$ cat src/rtl/positional_list_store_top_defines.svh
// Assertion macros for the RTL; pls_ctrl.sv includes them.
`ifndef POSITIONAL_LIST_STORE_TOP_DEFINES_SVH
`define POSITIONAL_LIST_STORE_TOP_DEFINES_SVH

// Property checked at every clock edge outside reset.
`define PLS_ASSERT(label, prop, msg) \
  label: assert property (@(posedge clk_i) disable iff (!rst_ni) (prop)) else $error(msg);

// Condition that must never be true outside reset.
`define PLS_ASSERT_NEVER(label, cond, msg) \
  label: assert property (@(posedge clk_i) disable iff (!rst_ni) !(cond)) else $error(msg);

`endif

$ cat src/rtl/pls_pkg.sv
package pls_pkg;

  // Storage geometry
  localparam int Capacity = 16;
  localparam int DataW    = 32;

  // Fixed field widths
  localparam int PosW = 5;
  localparam int ValW = 32;
  localparam int LenW = 5;

  // Derived widths
  localparam int CntW  = $clog2(Capacity + 1);
  localparam int AddrW = $clog2(Capacity);
  localparam int CmpW  = ((PosW > CntW) ? PosW : CntW) + 1;

  typedef enum logic [1:0] {
    ReqInsert = 2'd0,
    ReqDelete = 2'd1,
    ReqRead   = 2'd2,
    ReqWrite  = 2'd3
  } req_e;

  // Store port request from the sequencer
  typedef struct packed {
    logic             we;
    logic [AddrW-1:0] waddr;
    logic [DataW-1:0] wdata;
    logic [AddrW-1:0] raddr;
  } ram_req_t;

  // One result transaction
  typedef struct packed {
    logic            status;
    logic [ValW-1:0] read_value;
    logic [LenW-1:0] length;
  } result_t;

  // Keep the low DataW bits (sign-extended when DataW is wider)
  function automatic logic [DataW-1:0] to_store(input logic signed [ValW-1:0] v);
    return DataW'(v);
  endfunction

  // Sign-extend a stored word back to the result width
  function automatic logic [ValW-1:0] from_store(input logic [DataW-1:0] w);
    logic signed [DataW-1:0] s;
    s = w;
    return ValW'(s);
  endfunction

endpackage

$ cat src/rtl/pls_ram.sv
module pls_ram #(
  parameter int Depth = 16,
  parameter int Width = 32
) (
  input  logic                     clk_i,
  input  logic                     we_i,
  input  logic [$clog2(Depth)-1:0] waddr_i,
  input  logic [Width-1:0]         wdata_i,
  input  logic [$clog2(Depth)-1:0] raddr_i,
  output logic [Width-1:0]         rdata_o
);

  logic [Width-1:0] mem [Depth];
  logic [Width-1:0] rdata_q;

  // One write port, one registered read port
  always_ff @(posedge clk_i) begin
    if (we_i) begin
      mem[waddr_i] <= wdata_i;
    end
    rdata_q <= mem[raddr_i];
  end

  assign rdata_o = rdata_q;

endmodule

$ cat src/rtl/pls_ctrl.sv
`include "positional_list_store_top_defines.svh"

module pls_ctrl (
  input  logic                      clk_i,
  input  logic                      rst_ni,
  input  logic                      req_valid_i,
  output logic                      req_ready_o,
  input  logic [1:0]                req_type_i,
  input  logic [pls_pkg::PosW-1:0]  pos_i,
  input  logic [pls_pkg::ValW-1:0]  val_i,
  input  logic                      res_free_i,
  output logic                      res_load_o,
  output pls_pkg::result_t          res_o,
  output pls_pkg::ram_req_t         ram_o,
  input  logic [pls_pkg::DataW-1:0] ram_rdata_i
);

  localparam int CmpW  = pls_pkg::CmpW;
  localparam int CntW  = pls_pkg::CntW;
  localparam int AddrW = pls_pkg::AddrW;

  typedef enum logic [8:0] {
    StIdle    = 9'b000000001,
    StCheck   = 9'b000000010,
    StUpRd    = 9'b000000100,
    StUpWr    = 9'b000001000,
    StInsWr   = 9'b000010000,
    StGetWait = 9'b000100000,
    StDnRd    = 9'b001000000,
    StDnWr    = 9'b010000000,
    StFinish  = 9'b100000000
  } state_e;

  state_e                     state_q, state_d;
  logic [CntW-1:0]            cnt_q, cnt_d;
  logic [CntW-1:0]            k_q, k_d;
  logic                       err_q, err_d;
  logic [pls_pkg::ValW-1:0]   rd_q, rd_d;
  pls_pkg::req_e              req_q;
  logic [pls_pkg::PosW-1:0]   pos_q;
  logic [pls_pkg::ValW-1:0]   val_q;

  logic [CmpW-1:0] pos_x, cnt_x, k_x, pos_m1, k_m1, k_p1;
  logic            err_now;
  logic            accept;

  // Shared index arithmetic and compares
  assign pos_x  = CmpW'(pos_q);
  assign cnt_x  = CmpW'(cnt_q);
  assign k_x    = CmpW'(k_q);
  assign pos_m1 = pos_x - CmpW'(1);
  assign k_m1   = k_x - CmpW'(1);
  assign k_p1   = k_x + CmpW'(1);

  always_comb begin
    if (req_q == pls_pkg::ReqInsert) begin
      err_now = (pos_x == '0) || (pos_x > cnt_x + CmpW'(1)) ||
                (cnt_x >= CmpW'(pls_pkg::Capacity));
    end else begin
      err_now = (pos_x == '0) || (pos_x > cnt_x);
    end
  end

  assign req_ready_o = (state_q == StIdle);
  assign accept      = req_valid_i && req_ready_o;

  // Sequencer
  always_comb begin
    state_d     = state_q;
    cnt_d       = cnt_q;
    k_d         = k_q;
    err_d       = err_q;
    rd_d        = rd_q;
    res_load_o  = 1'b0;
    ram_o.we    = 1'b0;
    ram_o.waddr = pos_m1[AddrW-1:0];
    ram_o.wdata = pls_pkg::to_store(val_q);
    ram_o.raddr = pos_m1[AddrW-1:0];
    unique case (state_q)
      StIdle: begin
        if (accept) begin
          state_d = StCheck;
        end
      end
      StCheck: begin
        rd_d  = '0;
        err_d = err_now;
        if (err_now) begin
          state_d = StFinish;
        end else begin
          case (req_q)
            pls_pkg::ReqInsert: begin
              k_d = cnt_q;
              state_d = (cnt_x >= pos_x) ? StUpRd : StInsWr;
            end
            pls_pkg::ReqWrite: begin
              ram_o.we = 1'b1;
              state_d  = StFinish;
            end
            default: begin
              // delete and read: entry at pos-1 is read this cycle
              k_d     = pos_x[CntW-1:0];
              state_d = StGetWait;
            end
          endcase
        end
      end
      StUpRd: begin
        ram_o.raddr = k_m1[AddrW-1:0];
        state_d     = StUpWr;
      end
      StUpWr: begin
        ram_o.we    = 1'b1;
        ram_o.waddr = k_x[AddrW-1:0];
        ram_o.wdata = ram_rdata_i;
        k_d         = k_m1[CntW-1:0];
        state_d     = (k_x > pos_x) ? StUpRd : StInsWr;
      end
      StInsWr: begin
        ram_o.we = 1'b1;
        cnt_d    = cnt_q + CntW'(1);
        state_d  = StFinish;
      end
      StGetWait: begin
        rd_d = pls_pkg::from_store(ram_rdata_i);
        if (req_q == pls_pkg::ReqDelete) begin
          if (k_x < cnt_x) begin
            state_d = StDnRd;
          end else begin
            cnt_d   = cnt_q - CntW'(1);
            state_d = StFinish;
          end
        end else begin
          state_d = StFinish;
        end
      end
      StDnRd: begin
        ram_o.raddr = k_x[AddrW-1:0];
        state_d     = StDnWr;
      end
      StDnWr: begin
        ram_o.we    = 1'b1;
        ram_o.waddr = k_m1[AddrW-1:0];
        ram_o.wdata = ram_rdata_i;
        k_d         = k_p1[CntW-1:0];
        if (k_p1 < cnt_x) begin
          state_d = StDnRd;
        end else begin
          cnt_d   = cnt_q - CntW'(1);
          state_d = StFinish;
        end
      end
      StFinish: begin
        res_load_o = res_free_i;
        if (res_free_i) begin
          state_d = StIdle;
        end
      end
      default: begin
        state_d = StIdle;
      end
    endcase
  end

  // Control state
  always_ff @(posedge clk_i or negedge rst_ni) begin
    if (!rst_ni) begin
      state_q <= StIdle;
      cnt_q   <= '0;
    end else begin
      state_q <= state_d;
      cnt_q   <= cnt_d;
    end
  end

  // Working registers, no reset
  always_ff @(posedge clk_i) begin
    k_q   <= k_d;
    err_q <= err_d;
    rd_q  <= rd_d;
    if (accept) begin
      req_q <= pls_pkg::req_e'(req_type_i);
      pos_q <= pos_i;
      val_q <= val_i;
    end
  end

  assign res_o.status     = err_q;
  assign res_o.read_value = rd_q;
  assign res_o.length     = pls_pkg::LenW'(cnt_q);

  `PLS_ASSERT(a_cnt_bound, cnt_q <= CntW'(pls_pkg::Capacity), "element count above capacity")
  `PLS_ASSERT_NEVER(a_idle_no_write, (state_q == StIdle) && ram_o.we, "store written while idle")
  `PLS_ASSERT(a_cnt_step, (cnt_q == $past(cnt_q)) || (cnt_q == $past(cnt_q) + CntW'(1)) || (cnt_q == $past(cnt_q) - CntW'(1)), "count moved by more than one")
  `PLS_ASSERT(a_err_zero, (res_load_o && res_o.status) |-> (res_o.read_value == '0), "error result carries data")

endmodule

$ cat src/rtl/positional_list_store_top.sv
// Channel   Dir  tdata (low bit up)                          tuser
// s_axis    in   position[4:0], new_value[36:5], zero[39:37]  req_type[1:0]
// m_axis    out  read_value[31:0], length[36:32], zero[39:37] status[0]
//
// One request at a time; tready on s_axis is high only while idle.
// Insert and delete shift entries one at a time through the store, with a read state and then
// a write state per entry moved (up to 15 entries moved).
// The result sits in an output register, so a new request is taken while it waits.
// rst_ni is asynchronous, active low, and empties the list; store words need no clearing.
// A stalled m_axis holds the sequencer in its final state until the slot frees.
module positional_list_store_top (
  input  logic        clk_i,
  input  logic        rst_ni,
  input  logic        s_axis_tvalid,
  output logic        s_axis_tready,
  input  logic [39:0] s_axis_tdata,  // position[4:0], new_value[36:5], zero pad
  input  logic [1:0]  s_axis_tuser,  // req_type[1:0]
  output logic        m_axis_tvalid,
  input  logic        m_axis_tready,
  output logic [39:0] m_axis_tdata,  // read_value[31:0], length[36:32], zero pad
  output logic [0:0]  m_axis_tuser   // status[0]
);

  pls_pkg::ram_req_t          ram_req;
  logic [pls_pkg::DataW-1:0]  ram_rdata;
  pls_pkg::result_t           res;
  logic                       res_load;
  logic                       res_free;
  logic                       out_valid_q;
  pls_pkg::result_t           out_q;

  assign res_free = !out_valid_q || m_axis_tready;

  pls_ctrl u_ctrl (
    .clk_i       (clk_i),
    .rst_ni      (rst_ni),
    .req_valid_i (s_axis_tvalid),
    .req_ready_o (s_axis_tready),
    .req_type_i  (s_axis_tuser),
    .pos_i       (s_axis_tdata[4:0]),
    .val_i       (s_axis_tdata[36:5]),
    .res_free_i  (res_free),
    .res_load_o  (res_load),
    .res_o       (res),
    .ram_o       (ram_req),
    .ram_rdata_i (ram_rdata)
  );

  pls_ram #(
    .Depth (pls_pkg::Capacity),
    .Width (pls_pkg::DataW)
  ) u_ram (
    .clk_i   (clk_i),
    .we_i    (ram_req.we),
    .waddr_i (ram_req.waddr),
    .wdata_i (ram_req.wdata),
    .raddr_i (ram_req.raddr),
    .rdata_o (ram_rdata)
  );

  // Output register
  always_ff @(posedge clk_i or negedge rst_ni) begin
    if (!rst_ni) begin
      out_valid_q <= 1'b0;
    end else if (res_load) begin
      out_valid_q <= 1'b1;
    end else if (m_axis_tready) begin
      out_valid_q <= 1'b0;
    end
  end

  always_ff @(posedge clk_i) begin
    if (res_load) begin
      out_q <= res;
    end
  end

  assign m_axis_tvalid = out_valid_q;
  assign m_axis_tdata  = {3'b000, out_q.length, out_q.read_value};
  assign m_axis_tuser  = out_q.status;

endmodule
$ cat config.mk
export PLATFORM = sky130hd
export DESIGN_NAME = positional_list_store_top
export DESIGN_NICKNAME = d
export VERILOG_FILES = /design/src/rtl/pls_pkg.sv /design/src/rtl/pls_ram.sv /design/src/rtl/pls_ctrl.sv /design/src/rtl/positional_list_store_top.sv
export VERILOG_INCLUDE_DIRS = /design/src /design/src/rtl
export SDC_FILE = /design/constraint.sdc
export NUM_CORES = 1
export LEC_CHECK = 0
export BUFFER_PORTS_ARGS = -buffer_cell sky130_fd_sc_hd__buf_2
export CAP_MARGIN = 20
export CORE_MARGIN = 4
export CORE_UTILIZATION = 55
export CTS_BUF_LIST = sky130_fd_sc_hd__clkbuf_2
export DETAILED_ROUTE_END_ITERATION = 6
export HOLD_SLACK_MARGIN = 0.05
export PLACE_DENSITY = 0.7
export SLEW_MARGIN = 15
export SYNTH_ARGS = -nofsm -noshare
export SYNTH_HDL_FRONTEND = slang
export SYNTH_SLANG_ARGS = --single-unit
$ cat constraint.sdc
create_clock -name clk_i -period 7.21 [get_ports clk_i]
set_input_delay 0.721 -clock clk_i [delete_from_list [all_inputs] [get_ports clk_i]]
set_output_delay 0.721 -clock clk_i [all_outputs]
set_load 0.05 [all_outputs]
# [Yosys cells after proc, flatten, opt, wreduce, memory -nomap -nowiden]
# Memory sizes are Yosys's and may differ from the RTL's. A register that Yosys moved wholly into a read port is not among the register bits.
# Index checks and enable logic that the tools add are counted.
# Widths: inputs -> output; s select.
[classes] addsub=6 n_mul=0 div_mod_pow=0 order_cmp=7 n_eq_ne=18 shifts=0 muxes=29 bitwise_logic=0 reduce_logical=16
[op_table] operator="$pmux 9 s9" n=1
[op_table] operator="$pmux 36 s2" n=1
[op_table] operator="$pmux 32 s2" n=1
[op_table] operator="$mux 9" n=6
[op_table] operator="$mux 5" n=6
[op_table] operator="$pmux 5 s3" n=2
[op_table] operator="$pmux 9 s2" n=1
[op_table] operator="$add 5x1->6 const B" n=2
[op_table] operator="$gt 5x5->1" n=2
[op_table] operator="$ne 2x2->1 const B" n=5
[op_table] operator="$pmux 5 s2" n=1
[op_table] operator="$sub 5x1->5 const B" n=2
[op_table] operator="$eq 9x1->1 const B" n=1
[op_table] operator="$eq 9x2->1 const B" n=1
[op_table] operator="$eq 9x3->1 const B" n=1
[op_table] operator="$eq 9x4->1 const B" n=1
[op_table] operator="$eq 9x5->1 const B" n=1
[op_table] operator="$eq 9x6->1 const B" n=1
[op_table] operator="$eq 9x7->1 const B" n=1
[op_table] operator="$eq 9x8->1 const B" n=1
[op_table] operator="$eq 9x9->1 const B" n=1
[op_table] operator="$mux 1" n=8
[op_table] operator="$pmux 4 s2" n=1
[op_table] operator="$gt 5x6->1" n=1
[op_table] operator="21 further kinds" n=27
[word_totals] register_bits=130 latchBits=0 ramBits=512 romBits=0 in_bits=46 out_inout_bits=43 wordCells=89 n_memories=1
[mem_list] memory="u_ram.mem" depth=16 width=32 rd=1 rd_ports_with_merged_regs=1 write_ports=1 line_no="pls_ram.sv:13" rtl="logic [Width-1:0] mem [Depth];"

# [Depth between registers and ports, before layout]
# Gate-level depths: netlist (run 1).
[logic_depth] ltp_word=9 depth_mapped=12 mapped_depth_nobuf=11

# [Hierarchy]
# A second synthesis (run 1) with hierarchy kept.
[unflattened] cells_unflattened=1281 hier_area_um2=26075.0
[by_module_without_submodules] mod="pls_ram" n_inst=1 cells_each=838 area_each_um2=19835.3
[by_module_without_submodules] mod="pls_ctrl" n_inst=1 cells_each=398 area_each_um2=5024.8
[by_module_without_submodules] mod="positional_list_store_top" n_inst=1 cells_each=45 area_each_um2=1214.9

# [Worst setup path before layout (run 1)]
# OpenSTA, ideal clock, no wires.
[synth_path] path_kind="register to register" from="reg u_ctrl.cnt_q[0]" to="mem u_ram.mem[8][0], enable pin" arrival_time_ns=5.347 t_required_ns=6.708 setup_slack_ns=1.361 path_stages_with_launch=12 n_path_buf=0 cell_sequence="dfrtp_1 -> ha_1 -> nand3_1 -> xnor2_1 -> ha_1 -> and3_1 -> o21a_1 -> o31ai_1 -> and3_1 -> o211a_1 -> a211oi_1 -> nor4_1"
[synth_via] elab_chain_cells=9 elab_cells_between_ends=12 classes_between="add/sub: 1; order compare: 3; mux: 5; reduce/logical: 3"
[synth_rtl] element="start, declared" line_no="pls_ctrl.sv:35" rtl="logic [CntW-1:0] cnt_q, cnt_d;"
[synth_rtl] element="start signal, assigned" line_no="pls_ctrl.sv:172" rtl="cnt_q <= cnt_d;"
[synth_rtl] element="$add 5x1->6" line_no="pls_ctrl.sv:57" rtl="err_now = (pos_x == '0) || (pos_x > cnt_x + CmpW'(1)) ||"
[synth_rtl] element="$gt 5x6->1" line_no="pls_ctrl.sv:57"
[synth_rtl] element="$logic_or 1x1->1 (2 in series)" line_no="pls_ctrl.sv:57"
[synth_rtl] element="$mux 1 (*)" line_no="pls_ctrl.sv:56" rtl="if (req_q == pls_pkg::ReqInsert) begin"
[synth_rtl] element="$mux 1 (*)" line_no="pls_ctrl.sv:88" rtl="if (err_now) begin"
[synth_rtl] element="$pmux 1 s2 (*)" line_no="pls_ctrl.sv:79" rtl="unique case (state_q)"
[synth_rtl] element="$mux 1 (*)" line_no="pls_ram.sv:18" rtl="if (we_i) begin"
[synth_rtl] element="$mux 1 (not written as such) (*)" line_no="pls_ram.sv:19" rtl="mem[waddr_i] <= wdata_i;"
[synth_rtl] element="end, declared" line_no="pls_ram.sv:13"
# Every way passes the cells marked *; elsewhere a longest branch is shown, timed or not.

# [Final worst setup path (run 1)]
[layout_path] from="reg u_ctrl.cnt_q[0]" to="mem u_ram.mem[13][13], enable pin"
# The elaborated chain is that of the path after synthesis.

==> results of run 1 <==
==> cells in the mapped netlist, types with 3 or more instances <==
cell      instances  area share
nand2_1         214       0.030
dfrtp_1          14       0.013
a32oi_2          30       0.018
o31ai_1          33      0.0091
ha_1             34       0.016
a21oi_1          11      0.0020
dfxtp_1          32       0.024
nor3_1           13      0.0024
nor4_1            8      0.0018
buf_2            37      0.0068
mux2_2           33       0.014
o21a_1            4      0.0011
nand3_1          76       0.014
o22ai_1          35      0.0080
inv_1            16      0.0022
a211oi_1         38       0.010
and2_1           70       0.016
edfxtp_1        627        0.69
nand4_1           3     0.00069
buf_4             6      0.0017
xnor2_1          11      0.0035
mux2i_1         101       0.037
a41o_1           32       0.012
clkbuf_1         48      0.0066
xor2_1            4      0.0013
nand2b_1          8      0.0018
a21o_1            7      0.0019
buf_1             6     0.00083
nor3b_1           3     0.00083
nor2b_1           7      0.0016
nor2_1          199       0.027
and3_1            3     0.00069
o21ai_0          10      0.0018
buf_6             9      0.0037
==> path summary, 6_finish.rpt <==
path	from	endpoint	slack, ns
worst min-delay path	m_axis_tready	m_axis_tvalid$_DFFE_PN0P_	0.27
worst max register to register	u_ctrl.cnt_q[0]$_DFFE_PN0P_	u_ram.mem[13][13]$_DFFE_PP_	2.65
worst min register to register	u_ctrl.rd_q[6]$_SDFFCE_PN0P_	m_axis_tdata[6]$_DFFE_PP_	0.40
min in group asynchronous	rst_ni	m_axis_tvalid$_DFFE_PN0P_	0.58
max in group asynchronous	rst_ni	u_ctrl.cnt_q[0]$_DFFE_PN0P_	6.18
worst max-delay path	u_ctrl.cnt_q[0]$_DFFE_PN0P_	u_ram.mem[13][13]$_DFFE_PP_	2.65
==> metrics by stage <==
stage | setup slack, ns | util | cells | area, um2 | total power (uW)
after floorplan | 1.36 | - | 1831 | 27200 | 6660
after global placement | 2.76 | 0.581 | 2515 | 28400 | 7260
after detailed placement | 2.59 | 0.581 | 2515 | 28400 | 7340
after CTS | 2.58 | 0.631 | 2908 | 30900 | 9990
after global routing | 2.44 | 0.632 | 2911 | 30900 | 10400
final | 2.65 | 0.632 | 2911 | 30900 | 9910
==> worst max-delay path, cell delays in order, from the launching register on <==
cell and delay [ns]:
dfrtp_1 0.65, ha_1 0.27, nand3_1 0.10, xnor2_1 0.14, ha_1 0.29, and3_1 0.16, o21a_1 0.11, o31ai_1 0.23
and3_1 0.21, o211a_1 0.26, a211oi_4 0.22, nor3_2 0.88, buf_4 0.62
==> where the power goes <==
part	total, uW	internal [uW]	switching (uW)
registers	4850	4700	146
clock network	2610	1100	1510
logic	2450	802	1640
==> registers in the layout, indices dropped and copies added, names as in the netlist <==
name / count
u_ctrl.rd_q: 32
m_axis_tvalid: 1
u_ctrl.err_q: 1
u_ctrl.state_q: 9
u_ram.rdata_o: 32
m_axis_tdata: 37
m_axis_tuser: 1
u_ctrl.req_q: 2
u_ctrl.k_q: 5
u_ctrl.val_q: 32
u_ctrl.pos_q: 5
u_ctrl.cnt_q: 5
u_ram.mem: 512
==> kinds of logic after synthesis <==
family / after synthesis / share of synthesized area
AOI/OAI and AO/OA: 226 / 0.0734
xor gates and xnor gates: 15 / 0.00483
adders and majority gates: 35 / 0.0164
buffers and inverters: 124 / 0.0223
DFF: 674 / 0.729
muxes: 134 / 0.0508
other: 1 / 0.000138
and+or+nand+nor: 620 / 0.103
==> metal layers <==
layer,up-vias,share of wire
li1,7571,-
met1,8054,0.42
met2,579,0.49
met3,101,0.065
met4,0,0.021
met5,-,0
==> timing repair <==
action	4_1_cts	5_1_grt
hold buffers	83	0
buffers inserted	0	0
hold endpoints to repair	58	0
==> layout make-up <==
class,instances,area share
sequential,674,0.642
multi-input combinational,1033,0.224
timing repair buffer,210,0.0516
clock buffer,232,0.0376
tap,664,0.0269
clock inverter,78,0.0157
inverter,18,0.00239
antenna,2,0.000162
==> run metrics, run 1 <==
Max Slew Vio Count 0; failing checks DRC; Setup TNS 0 ns; final period utilization 0.632; R2R cell count 12; post-synthesis instance area 27200 um2; global-route usage over all layers 0.231; CTS root buf clkbuf_2; power density over the cells 321 nW/um2; register clock-pin slew on the reported worst setup and hold paths 0.10 ns; endpoint class of the critical path register; post-synthesis cell count 1829; CP required 8.09 ns; Final Hold Viols 0; DR WL/cell 21.0 um; FFs w/ async S/R, synth 0.0223; Post-CTS Resized 0; vias 16300; worst ir drop on vdd 204 uV; drc violations 1; # setup viols final 0; Worst Tran Pin Value 1.08 ns; clock latency at the later pin of the worst-skew pair 1.30 ns; width of the die 230 um; Detail Route Antenna Nets 0; grt ovf 0; layout net count 2185; FF/Latch Area 19800 um2; sequential share of the synthesized area 0.729; Clock Skew 0.0619 ns; worst min-delay path category in -> reg; first-pass GRT wire length 92700 um; initial antenna violation count 2; routability cong. 0.823; MaxCap Viol Count 0; synthesized flop and latch total 674; GRT met1 Usage 0.304; RSZ-0062 raised after global routing false; most common cell after layout, fill and taps aside edfxtp_1; WS Path Type reg -> reg; Die Height 230 um; Slew headroom 0.281; Final Critical Period 4.56 ns; vias in the first global route 16200; Netlist cell types 70; Synthesis Warnings 0; CP max FO 25; IO buf count 82; clock sinks 674; WHS Path Cells 4; Mean Syn Cell Area 14.9 um2; TritonRoute pass-1 iters 7; most frequent cells in the layout 627 x edfxtp_1, 232 x clkbuf_2, 213 x nand2_1, 198 x nor2_1, 101 x mux2i_1; die area 53100 um2; Post-synth EDFFs 627; Initial Util 0.556; core area 49000 um2; vias per cell 5.60; WP data arrival 5.44 ns; GRT met3 Usage 0.0490; GR peak layer met2; synth-to-layout area growth 13.6%; met2 global-route usage 0.379; H-tree levels 4; leakage power 0.0112 uW; multi-input logic area 6920 um2; drt total wl 61100 um; Final Hold Slack 0.266 ns; Clock Path Buffers 3; layout cells sized above 1 0.219; # fillers 3641; row cnt 81; CTS buffer count 167; num ports 89; top_reg_cell synth edfxtp_1; outcome finished with violations; CP startpoint kind register; initial drt markers 1515; hpwl dp 31500 um; largest net degree at the start of global routing 129; Fmax achieved 219 MHz; CTS tree built
(Power assumes the default switching activity.)
==> run 2, diff against run 1 <==
Settings changed: PLACE_DENSITY 0.7 to 0.73.
Clock period 7.21 ns to 3.9 ns, I/O delays scaled along.
==> run metrics, run 2 (synthesized netlist as in run 1, its figures left out) <==
num ports 89; Max Slew Vio Count 0; outcome complete, no violations; Fmax achieved 271 MHz; worst reg2reg endpoint u_ram.mem[5][13]$_DFFE_PP_; multi-input logic area 7030 um2; first-pass GRT wire length 94500 um; Post-CTS Resized 0; Final Hold Viols 0; met2 wire len 29400 um; Top reg by flops u_ram.mem; layout net count 2212; row cnt 81; IO buf count 82; worst ir drop on vdd 341 uV; routability cong. 0.851; most frequent cells in the layout 627 x edfxtp_1, 240 x clkbuf_2, 213 x nand2_1, 198 x nor2_1, 101 x mux2i_1; layout cells sized above 1 0.232; FF/Latch Area 19800 um2; Slew headroom 0.369; die area 53100 um2; vias per cell 5.69; WP data arrival 4.68 ns; vias in the first global route 17000; hpwl dp 34500 um; CTS tree built; Final Critical Period 3.69 ns; number of flip-flops in the largest register 512; register clock-pin slew on the reported worst setup and hold paths 0.12 ns; MaxCap Viol Count 0; synth-to-layout area growth 15.6%; CP required 4.89 ns; WS Path Type reg -> reg; initial antenna violation count 5; core area 49000 um2; drc violations 0; R2R cell count 14; final period utilization 0.947; postcts setup bufs 0; CTS root buf clkbuf_2; Metal-1 WL 25300 um; Worst Tran Pin Value 0.931 ns; # fillers 3517; largest net degree at the start of global routing 111; # setup viols final 0; leakage power 0.0115 uW; Clock Path Buffers 3; initial drt markers 1767; final std cells w/o fill 2933; DR WL/cell 20.9 um; Final Hold Slack 0.191 ns; total power draw 18600 uW; placed cell count 2545; routed wl met3 5030 um; top routing layer in use met5; CP max FO 19; CP startpoint kind register; power density over the cells 593 nW/um2; global-route usage over all layers 0.234; grt ovf 0; width of the die 230 um; endpoint class of the critical path register; Clock Skew 0.0902 ns; clock sinks 674; H-tree levels 4; clock latency at the later pin of the worst-skew pair 1.33 ns; Detail Route Antenna Nets 0; Die Height 230 um; CTS buffer count 164; setup slack, reg-to-reg 0.21 ns; worst flop-to-flop path startpoint u_ctrl.cnt_q[0]$_DFFE_PN0P_; most common cell after layout, fill and taps aside edfxtp_1; drt total wl 61400 um; TritonRoute pass-1 iters 5; Initial Util 0.556; vias 16700; worst min-delay path category in -> async
-- run 2: cell count changes in the layout (fill, tap and decap cells not counted), sizes merged --
| cell | delta |
|---|---|
| clkbuf | +8 |
| clkinv | -18 |
| inv | +2 |
| buf | +29 |
| clkinvlp | -1 |
| dlygate4sd3 | +1 |
| diode | +1 |
-- run 2: stage by stage --
stage | worst slack, ns | setup TNS, ns | area [um2] | utilization
detailed placement | 0.346 | 0 | 29000 | 0.592
finish | 0.206 | 0 | 31500 | 0.643
global placement | 0.0516 | 0 | 29000 | 0.592
floorplan | -0.637 | -163.67 | 27400 | -
global route | -0.00219 | -0.00219 | 31500 | 0.643
CTS | 0.155 | 0 | 31500 | 0.643
-- run 2: power by group --
group          internal [uW]  switching, uW  total, uW
Combinational           1610           3230       4850
Sequential              8690            233       8930
Clock                   2080           2790       4860
Total                  12400           6250      18600
-- run 2: how the worst max path moves through the flow --
stage	startpoint	to	slack, ns
2_1_floorplan	u_ctrl.cnt_q[0]$_DFFE_PN0P_	u_ram.mem[2][0]$_DFFE_PP_	-0.64
3_3_place_gp	u_ctrl.cnt_q[0]$_DFFE_PN0P_	u_ram.mem[5][22]$_DFFE_PP_	0.05
3_5_place_dp	u_ctrl.cnt_q[0]$_DFFE_PN0P_	u_ram.mem[13][19]$_DFFE_PP_	0.35
4_1_cts	u_ctrl.state_q[4]$_DFFE_PN0P_	s_axis_tready	0.16
5_1_grt	u_ctrl.state_q[4]$_DFFE_PN0P_	s_axis_tready	-0.002
6_report	u_ctrl.cnt_q[0]$_DFFE_PN0P_	u_ram.mem[5][13]$_DFFE_PP_	0.21
-- run 2: routing by layer --
| metal | up-vias | track usage |
|---|---|---|
| li1 | 7606 | - |
| met1 | 8246 | 0.314 |
| met2 | 716 | 0.371 |
| met3 | 120 | 0.0519 |
| met4 | 2 | 0.101 |
| met5 | - | 0 |
-- run 2: critical path: stages, from the launching register on --
cell,delay [ns]
dfrtp_1,0.38
ha_1,0.20
nand3_1,0.10
xnor2_1,0.16
ha_1,0.29
and3_1,0.18
o21a_1,0.15
o31ai_1,0.08
and3_1,0.20
o211a_1,0.28
a211oi_4,0.55
buf_8,0.25
buf_4,0.22
nor3_4,0.06
buf_4,0.26
-- run 2: area by class of cell --
class | instances | share of cell area
multi-input combinational | 1033 | 0.223
clock buffer | 240 | 0.0382
tap | 664 | 0.0264
sequential | 674 | 0.631
timing repair buffer | 240 | 0.0648
inverter | 18 | 0.00235
antenna | 3 | 0.000239
clock inverter | 61 | 0.0138
-- run 2: timing repair --
action	4_1_cts	5_1_grt
endpoints found under the hold margin	135	0
setup endpoints to repair	0	0
hold buffers	84	0
